`config.mk`:
```
export PLATFORM = sky130hd
export DESIGN_NAME = splitmix_random_byte_source_top
export DESIGN_NICKNAME = d
export VERILOG_FILES = /design/src/sv/smrbs_pkg.sv /design/src/sv/splitmix_random_byte_source_top.sv /design/src/sv/smrbs_front.sv /design/src/sv/smrbs_queue.sv /design/src/sv/smrbs_mixer.sv /design/src/sv/smrbs_back.sv
export SDC_FILE = /design/constraint.sdc
export NUM_CORES = 2
export LEC_CHECK = 0
export BUFFER_PORTS_ARGS = -buffer_cell sky130_fd_sc_hd__buf_4
export CAP_MARGIN = 25
export CORE_ASPECT_RATIO = 0.8
export CORE_UTILIZATION = 50
export CTS_CLUSTER_SIZE = 24
export DETAILED_ROUTE_END_ITERATION = 8
export HOLD_SLACK_MARGIN = 0.15
export PLACE_DENSITY_LB_ADDON = 0.12
export SLEW_MARGIN = 10
export SYNTH_ARGS = -nofsm -noshare
export SYNTH_HDL_FRONTEND = slang
export SYNTH_SLANG_ARGS = --single-unit
```
`constraint.sdc`:
```
create_clock -name aclk -period 9.2 [get_ports aclk]
set_input_delay 0.46 -clock aclk [delete_from_list [all_inputs] [get_ports aclk]]
set_output_delay 0.46 -clock aclk [all_outputs]
set_load 0.005 [all_outputs]
```
`src/sv/smrbs_pkg.sv`:
```
package smrbs_pkg;

    localparam int unsigned COUNT_W    = 7;
    localparam int unsigned BYTE_W     = 8;
    localparam int unsigned WORD_W     = 64;
    localparam int unsigned HALF_W     = WORD_W / 2;
    localparam int unsigned WORD_BYTES = WORD_W / BYTE_W;
    localparam int unsigned LANE_W     = $clog2(WORD_BYTES + 1);

    localparam logic [COUNT_W-1:0] MAX_BYTES = COUNT_W'(64);

    localparam int unsigned Q_DEPTH = 2;
    localparam int unsigned Q_PTR_W = (Q_DEPTH > 1) ? $clog2(Q_DEPTH) : 1;
    localparam int unsigned Q_CNT_W = $clog2(Q_DEPTH + 1);

    localparam logic [WORD_W-1:0] GOLDEN_STEP = 64'h9E37_79B9_7F4A_7C15;
    localparam logic [WORD_W-1:0] ROUND_MUL_A = 64'hBF58_476D_1CE4_E5B9;
    localparam logic [WORD_W-1:0] ROUND_MUL_B = 64'h94D0_49BB_1331_11EB;

    typedef struct packed {
        logic              start;
        logic [WORD_W-1:0] operand;
    } mix_ctl_t;

    typedef struct packed {
        logic busy;
        logic done;
    } mix_stat_t;

    typedef struct packed {
        logic valid;
        logic full;
    } q_stat_t;

    // Evaluated at elaboration only, to give the state after reset.
    function automatic logic [WORD_W-1:0] splitmix_step(input logic [WORD_W-1:0] v);
        logic [WORD_W-1:0] t;
        t = v + GOLDEN_STEP;
        t = (t ^ (t >> 30)) * ROUND_MUL_A;
        t = (t ^ (t >> 27)) * ROUND_MUL_B;
        return t ^ (t >> 31);
    endfunction

    localparam logic [WORD_W-1:0] RESET_STATE = splitmix_step('0);

endpackage

```
`src/sv/splitmix_random_byte_source_top.sv`:
```
// A request leaves the queue; each 64-bit word of it is mixed, held in a buffer register,
// then loaded into the output register, which sends one byte per accepted transfer.
// Each word holds the shared 32x32 multiplier of the mixer while it runs; the next word
// is mixed once the buffer is free, while the output may still send the word before it.
// A seed write holds cfg_ready low while the mixer runs.
// Reset (aresetn low, synchronous) loads the state with the mixed zero seed.
module splitmix_random_byte_source_top (
    input  logic                           aclk,
    input  logic                           aresetn,
    input  logic                           s_valid,
    output logic                           s_ready,
    input  logic [smrbs_pkg::COUNT_W-1:0]  s_byte_count,
    input  logic                           cfg_valid,
    output logic                           cfg_ready,
    input  logic [smrbs_pkg::WORD_W-1:0]   cfg_seed,
    output logic                           m_valid,
    input  logic                           m_ready,
    output logic [smrbs_pkg::BYTE_W-1:0]   m_random_byte,
    output logic                           m_last_byte
);
    import smrbs_pkg::*;

    q_stat_t            q_stat;
    logic               q_push, q_pop;
    logic [COUNT_W-1:0] q_push_count, q_count;
    mix_ctl_t           mix_ctl;
    mix_stat_t          mix_stat;
    logic [WORD_W-1:0]  mix_result;

    smrbs_front u_front (
        .s_valid      (s_valid),
        .s_ready      (s_ready),
        .s_byte_count (s_byte_count),
        .q_stat       (q_stat),
        .q_push       (q_push),
        .q_push_count (q_push_count)
    );

    smrbs_queue u_queue (
        .aclk         (aclk),
        .aresetn      (aresetn),
        .q_push       (q_push),
        .q_push_count (q_push_count),
        .q_pop        (q_pop),
        .q_stat       (q_stat),
        .q_count      (q_count)
    );

    smrbs_mixer u_mixer (
        .aclk       (aclk),
        .aresetn    (aresetn),
        .mix_ctl    (mix_ctl),
        .mix_stat   (mix_stat),
        .mix_result (mix_result)
    );

    smrbs_back u_back (
        .aclk          (aclk),
        .aresetn       (aresetn),
        .q_stat        (q_stat),
        .q_count       (q_count),
        .q_pop         (q_pop),
        .cfg_valid     (cfg_valid),
        .cfg_ready     (cfg_ready),
        .cfg_seed      (cfg_seed),
        .mix_ctl       (mix_ctl),
        .mix_stat      (mix_stat),
        .mix_result    (mix_result),
        .m_valid       (m_valid),
        .m_ready       (m_ready),
        .m_random_byte (m_random_byte),
        .m_last_byte   (m_last_byte)
    );

    a_cfg_blocks_next: assert property (@(posedge aclk) disable iff (!aresetn)
        cfg_valid && cfg_ready |=> !cfg_ready)
        else $error("seed write did not occupy the mixer");

    a_start_when_idle: assert property (@(posedge aclk) disable iff (!aresetn)
        mix_ctl.start |-> !mix_stat.busy && !mix_stat.done)
        else $error("mixer started while busy");

    a_queue_full_valid: assert property (@(posedge aclk) disable iff (!aresetn)
        q_stat.full |-> q_stat.valid)
        else $error("queue full but empty");

    a_done_after_busy: assert property (@(posedge aclk) disable iff (!aresetn)
        $rose(mix_stat.done) |-> $past(mix_stat.busy))
        else $error("mixer result without a run");

endmodule

```
`src/sv/smrbs_front.sv`:
```
module smrbs_front (
    input  logic                           s_valid,
    output logic                           s_ready,
    input  logic [smrbs_pkg::COUNT_W-1:0]  s_byte_count,
    input  smrbs_pkg::q_stat_t             q_stat,
    output logic                           q_push,
    output logic [smrbs_pkg::COUNT_W-1:0]  q_push_count
);
    import smrbs_pkg::*;

    logic count_zero;

    // Requests for no bytes are accepted and dropped; counts above MAX_BYTES saturate to it.
    assign count_zero   = (s_byte_count == '0);
    assign s_ready      = !q_stat.full;
    assign q_push       = s_valid && !q_stat.full && !count_zero;
    assign q_push_count = (s_byte_count > MAX_BYTES) ? MAX_BYTES : s_byte_count;

endmodule

```
`src/sv/smrbs_queue.sv`:
```
module smrbs_queue (
    input  logic                           aclk,
    input  logic                           aresetn,
    input  logic                           q_push,
    input  logic [smrbs_pkg::COUNT_W-1:0]  q_push_count,
    input  logic                           q_pop,
    output smrbs_pkg::q_stat_t             q_stat,
    output logic [smrbs_pkg::COUNT_W-1:0]  q_count
);
    import smrbs_pkg::*;

    logic [COUNT_W-1:0] entry_reg [Q_DEPTH];
    logic [Q_PTR_W-1:0] wr_ptr_reg, wr_ptr_next;
    logic [Q_PTR_W-1:0] rd_ptr_reg, rd_ptr_next;
    logic [Q_CNT_W-1:0] fill_reg, fill_next;
    logic               do_push, do_pop;

    assign q_stat.valid = (fill_reg != '0);
    assign q_stat.full  = (fill_reg == Q_CNT_W'(Q_DEPTH));
    assign q_count      = entry_reg[rd_ptr_reg];

    assign do_push = q_push && !q_stat.full;
    assign do_pop  = q_pop && q_stat.valid;

    always_comb begin
        wr_ptr_next = wr_ptr_reg;
        rd_ptr_next = rd_ptr_reg;
        fill_next   = fill_reg;
        if (do_push) begin
            wr_ptr_next = (wr_ptr_reg == Q_PTR_W'(Q_DEPTH - 1)) ? '0 : wr_ptr_reg + 1'b1;
        end
        if (do_pop) begin
            rd_ptr_next = (rd_ptr_reg == Q_PTR_W'(Q_DEPTH - 1)) ? '0 : rd_ptr_reg + 1'b1;
        end
        if (do_push && !do_pop) begin
            fill_next = fill_reg + 1'b1;
        end else if (do_pop && !do_push) begin
            fill_next = fill_reg - 1'b1;
        end
    end

    always_ff @(posedge aclk) begin
        if (!aresetn) begin
            wr_ptr_reg <= '0;
            rd_ptr_reg <= '0;
            fill_reg   <= '0;
        end else begin
            wr_ptr_reg <= wr_ptr_next;
            rd_ptr_reg <= rd_ptr_next;
            fill_reg   <= fill_next;
        end
    end

    always_ff @(posedge aclk) begin
        if (do_push) begin
            entry_reg[wr_ptr_reg] <= q_push_count;
        end
    end

endmodule

```
`src/sv/smrbs_mixer.sv`:
```
module smrbs_mixer (
    input  logic                          aclk,
    input  logic                          aresetn,
    input  smrbs_pkg::mix_ctl_t           mix_ctl,
    output smrbs_pkg::mix_stat_t          mix_stat,
    output logic [smrbs_pkg::WORD_W-1:0]  mix_result
);
    import smrbs_pkg::*;

    typedef enum logic [4:0] {
        MX_IDLE  = 5'b00001,
        MX_MUL0  = 5'b00010,
        MX_MUL1  = 5'b00100,
        MX_MUL2  = 5'b01000,
        MX_SHIFT = 5'b10000
    } mx_state_t;

    mx_state_t          state_reg, state_next;
    logic               round_reg, round_next;
    logic               done_reg, done_next;
    logic [WORD_W-1:0]  opnd_reg, acc_reg, result_reg;
    logic [WORD_W-1:0]  entry_sum, round_mul;
    logic [HALF_W-1:0]  mul_a, mul_b;
    logic [WORD_W-1:0]  product;

    assign entry_sum = mix_ctl.operand + GOLDEN_STEP;
    assign round_mul = round_reg ? ROUND_MUL_B : ROUND_MUL_A;

    // One 32x32 multiplier builds the low 64 bits of each product from three
    // partial products; the high-by-high term falls outside the kept bits.
    always_comb begin
        mul_a = opnd_reg[HALF_W-1:0];
        mul_b = round_mul[HALF_W-1:0];
        unique case (state_reg)
            MX_MUL1: mul_b = round_mul[WORD_W-1:HALF_W];
            MX_MUL2: mul_a = opnd_reg[WORD_W-1:HALF_W];
            default: ;
        endcase
    end

    assign product = WORD_W'(mul_a) * WORD_W'(mul_b);

    always_comb begin
        state_next = state_reg;
        round_next = round_reg;
        done_next  = 1'b0;
        unique case (state_reg)
            MX_IDLE: begin
                if (mix_ctl.start) begin
                    state_next = MX_MUL0;
                    round_next = 1'b0;
                end
            end
            MX_MUL0:  state_next = MX_MUL1;
            MX_MUL1:  state_next = MX_MUL2;
            MX_MUL2:  state_next = MX_SHIFT;
            MX_SHIFT: begin
                if (!round_reg) begin
                    state_next = MX_MUL0;
                    round_next = 1'b1;
                end else begin
                    state_next = MX_IDLE;
                    done_next  = 1'b1;
                end
            end
            default:  state_next = MX_IDLE;
        endcase
    end

    always_ff @(posedge aclk) begin
        if (!aresetn) begin
            state_reg <= MX_IDLE;
            round_reg <= 1'b0;
            done_reg  <= 1'b0;
        end else begin
            state_reg <= state_next;
            round_reg <= round_next;
            done_reg  <= done_next;
        end
    end

    always_ff @(posedge aclk) begin
        unique case (state_reg)
            MX_IDLE: begin
                if (mix_ctl.start) begin
                    opnd_reg <= entry_sum ^ (entry_sum >> 30);
                end
            end
            MX_MUL0: acc_reg <= product;
            MX_MUL1, MX_MUL2: begin
                acc_reg[WORD_W-1:HALF_W] <= acc_reg[WORD_W-1:HALF_W] + product[HALF_W-1:0];
            end
            MX_SHIFT: begin
                if (!round_reg) begin
                    opnd_reg <= acc_reg ^ (acc_reg >> 27);
                end else begin
                    result_reg <= acc_reg ^ (acc_reg >> 31);
                end
            end
            default: ;
        endcase
    end

    assign mix_stat.busy = (state_reg != MX_IDLE);
    assign mix_stat.done = done_reg;
    assign mix_result    = result_reg;

endmodule

```
`src/sv/smrbs_back.sv`:
```
module smrbs_back (
    input  logic                           aclk,
    input  logic                           aresetn,
    input  smrbs_pkg::q_stat_t             q_stat,
    input  logic [smrbs_pkg::COUNT_W-1:0]  q_count,
    output logic                           q_pop,
    input  logic                           cfg_valid,
    output logic                           cfg_ready,
    input  logic [smrbs_pkg::WORD_W-1:0]   cfg_seed,
    output smrbs_pkg::mix_ctl_t            mix_ctl,
    input  smrbs_pkg::mix_stat_t           mix_stat,
    input  logic [smrbs_pkg::WORD_W-1:0]   mix_result,
    output logic                           m_valid,
    input  logic                           m_ready,
    output logic [smrbs_pkg::BYTE_W-1:0]   m_random_byte,
    output logic                           m_last_byte
);
    import smrbs_pkg::*;

    logic [WORD_W-1:0]  state_reg;
    logic [COUNT_W-1:0] req_left_reg;
    logic               seed_pend_reg;
    logic [LANE_W-1:0]  pend_cnt_reg;
    logic               pend_last_reg;
    logic               buf_valid_reg;
    logic [WORD_W-1:0]  buf_word_reg;
    logic [LANE_W-1:0]  buf_cnt_reg;
    logic               buf_last_reg;
    logic               em_valid_reg;
    logic [WORD_W-1:0]  em_word_reg;
    logic [LANE_W-1:0]  em_left_reg;
    logic               em_last_reg;

    logic               mix_idle, cfg_fire, word_start, word_done, seed_done;
    logic [LANE_W-1:0]  word_cnt;
    logic               word_last;
    logic               m_fire, em_end, em_load;

    assign mix_idle   = !mix_stat.busy && !mix_stat.done;
    assign cfg_ready  = mix_idle;
    assign cfg_fire   = cfg_valid && cfg_ready;
    assign word_start = mix_idle && !cfg_fire && (req_left_reg != '0) && !buf_valid_reg;
    assign word_done  = mix_stat.done && !seed_pend_reg;
    assign seed_done  = mix_stat.done && seed_pend_reg;

    assign word_last = (req_left_reg <= COUNT_W'(WORD_BYTES));
    assign word_cnt  = word_last ? req_left_reg[LANE_W-1:0] : LANE_W'(WORD_BYTES);

    assign mix_ctl.start   = cfg_fire || word_start;
    assign mix_ctl.operand = cfg_fire ? cfg_seed : state_reg;

    assign q_pop = q_stat.valid && (req_left_reg == '0);

    assign m_fire  = em_valid_reg && m_ready;
    assign em_end  = m_fire && (em_left_reg == LANE_W'(1));
    assign em_load = (!em_valid_reg || em_end) && buf_valid_reg;

    always_ff @(posedge aclk) begin
        if (!aresetn) begin
            state_reg     <= RESET_STATE;
            req_left_reg  <= '0;
            seed_pend_reg <= 1'b0;
            buf_valid_reg <= 1'b0;
            em_valid_reg  <= 1'b0;
        end else begin
            if (mix_stat.done) begin
                state_reg <= mix_result;
            end
            if (q_pop) begin
                req_left_reg <= q_count;
            end else if (word_start) begin
                req_left_reg <= req_left_reg - COUNT_W'(word_cnt);
            end
            if (cfg_fire) begin
                seed_pend_reg <= 1'b1;
            end else if (seed_done) begin
                seed_pend_reg <= 1'b0;
            end
            if (word_done) begin
                buf_valid_reg <= 1'b1;
            end else if (em_load) begin
                buf_valid_reg <= 1'b0;
            end
            if (em_load) begin
                em_valid_reg <= 1'b1;
            end else if (em_end) begin
                em_valid_reg <= 1'b0;
            end
        end
    end

    always_ff @(posedge aclk) begin
        if (word_start) begin
            pend_cnt_reg  <= word_cnt;
            pend_last_reg <= word_last;
        end
        if (word_done) begin
            buf_word_reg <= mix_result;
            buf_cnt_reg  <= pend_cnt_reg;
            buf_last_reg <= pend_last_reg;
        end
        if (em_load) begin
            em_word_reg <= buf_word_reg;
            em_left_reg <= buf_cnt_reg;
            em_last_reg <= buf_last_reg;
        end else if (m_fire) begin
            em_word_reg <= em_word_reg >> BYTE_W;
            em_left_reg <= em_left_reg - 1'b1;
        end
    end

    assign m_valid       = em_valid_reg;
    assign m_random_byte = em_word_reg[BYTE_W-1:0];
    assign m_last_byte   = em_last_reg && (em_left_reg == LANE_W'(1));

endmodule

```
==> flow_summary_export.csv <==
group,metric,value,unit
clocking,clkLatencyLatePin,0.57,ns
placed_design,dp_cells,7108,
clocking,clkTransAtPathRegs,0.07,ns
synth,syn_inst,5224,
layout,ff_latch_area,12200,um2
grt,grtUsageTotal,34.9,%
floorplan,die_w,364,um
setup_path,cp_data_arrival_time,9.50,ns
timing,fmax,109,MHz
setup_path,worstPathRequired,9.52,ns
floorplan,rows,105,
worst_hold_path,worstHoldPathType,"in2reg",
setup_path,crit_fanout,6,
timing,setup_viol_count_final,0,
clocking,cts_tree,"yes",
route,wl_per_cell,25.4,um
synth,synth_most_common_cell,"inv_1",
synth,ys_warn_count,0,
route,drt_iter0_drc,4621,
placed_design,place_congestion,1.04,
setup_path,crit_type,"reg2reg",
setup_path,cp-start-kind,"flop",
floorplan,die_area,106000,um2
timing,finClkSkew,0.0308,ns
synth,avgSynthCellArea,10.0,um2
route,routed_wl,183000,um
synth,ys_top_cells_by_count,"976 x inv_1, 816 x fa_1, 470 x nand2_1",
route,viasPerCell,5.57,
clocking,cts_buffers,38,
floorplan,die_height,292,um
route,num_vias,40136,
timing,hold_violations,0,
route,first_pass_iters,5,
synth,synth_top_area_cell,"fa_1",
timing,rsz0062_at_grt,"yes",
placed_design,io_buffers,87,
timing,layout_setup_ws,0.0117,ns
floorplan,io_pins,88,
synth,synth_fp_nets,6493,
synth,synthTopCellsByArea,"fa_1 31%, edfxtp_1 20%, ha_1 9.0%",
setup_path,cp_top_family,"adder cells",
placed_design,place_ws,-0.475,ns
synth,ys.flop_type,"edfxtp_1",
synth,synth-edff-count,349,
layout,fin_util,59.5,%
synth,ys_seq_area_share,23.3,%
timing,worstMarginPinSlew,1.05,ns
floorplan,initial_core_util,50.8,%
synth,synth_cell_types,96,
clocking,clockRootBuffer,"clkbuf_16",
flow_run,cap_violations,0,
route,ant_nets,0,
synth,synth_area,52400,um2
timing,slew_viol_final,0,
timing,slew_headroom,29.9,%
timing,period_share,99.9,%
layout,nFillCells,9158,
grt,overflow,0,
synth,synth-async-reset-ratio,0,%
setup_path,slowest_stage,"fa_1",
clocking,cts_max_path_buffers,3,
clocking,htree_levels,2,
layout,nets,7060,
route,drc,0,
synth,yosysTopAreaCellShare,31.2,%
layout,drive_gt1_share,18.4,%
grt,first_global_vias,40012,
floorplan,core_area,103000,um2
synth,synth_seq_cells,435,
grt,grt_max_degree,111,
layout,multiInputGateArea,36900,um2
layout,area_growth,17.1,%
grt,grt_pass1_wl,269000,um
status,outcome,"finished clean",
setup_path,critical_path.max_stage_delay,0.59,ns
clocking,cts.sinks,435,
placed_design,hpwl,156000,um
grt,antenna_found_initial,3,
layout,stdcell_count,7211,
setup_path,end_kind,"flop",
setup_path,worst-path-buf-inv,11,
setup_path,timing.critical_path.mode_cell,"fa_1",
timing,period_minus_slack,9.19,ns
==> per-layer routing <==
metal	track usage [%]	share of wire (%)	vias up
met5	0	0	-
met4	5.62	2.0	0
met3	9.42	12	157
met2	47.8	41	1801
met1	55.4	46	20260
li1	-	-	17918
==> worst paths after layout <==
path	startpoint	end	slack [ns]	cells past startpoint
worst min register to register	u_back.pend_cnt_reg[1]	u_back.buf_cnt_reg[1]	0.42	0
worst max register to register	u_mixer.state_reg[0]	u_mixer.acc_reg[62]	0.01	38
worst max-delay path	u_mixer.state_reg[0]	u_mixer.acc_reg[62]	0.01	38
worst min-delay path	s_byte_count[2]	u_queue.entry_reg[0][2]	0.26	2
==> cells by family after synthesis <==
| group | count (synthesis) | synth area share (%) |
|---|---|---|
| buffers and inverters | 1176 | 8.59 |
| adders and majority gates | 1194 | 40.2 |
| xor gates and xnor gates | 277 | 4.67 |
| DFF | 435 | 23.3 |
| AOI/OAI and AO/OA | 659 | 8.11 |
| muxes | 169 | 3.28 |
| and+or+nand+nor | 1313 | 11.9 |
| other | 1 | 0.00715 |
==> what timing repair did <==
item,CTS,global route
resized for setup,60,194
setup endpoints to repair,16,22
hold buffers,1,0
gates cloned,0,1
pin swaps,16,84
buffers inserted,7,26
endpoints found under the hold margin,2,0
==> through the flow <==
stage | setup TNS (ns) | area (um2) | hold slack [ns]
floorplan | -0.0140 | 52500 | 0.400
global placement | -3.95 | 58800 | 0.402
detailed placement | -4.18 | 58800 | 0.406
CTS | -0.0208 | 60300 | 0.243
global route | -2.15 | 61400 | 0.250
finish | 0 | 61400 | 0.256
==> cell usage in the layout, fill, tap and decap left out, types with 84 or more instances in the layout <==
master      n
ha_1      353
nor2_1    305
inv_1     960
edfxtp_1  349
a21oi_1   172
fa_1      799
dfxtp_1    84
xor2_1    135
buf_4     681
xnor2_1   125
mux2i_1   131
nor2b_1    98
o21ai_0   115
nand2_1   460
==> area by class of cell <==
cell class,instances,share of cell area [%]
Tap cell,1391,2.83
Clock buffer,48,1.64
Inverter,984,6.05
Antenna cell,1,0.00408
Timing Repair Buffer,719,9.28
Clock inverter,20,0.271
Sequential cell,435,19.9
Multi-Input combinational cell,3613,60.0
Power is not shown: default switching activity piles up to over one toggle a cycle in this logic, so the estimate is an artifact.
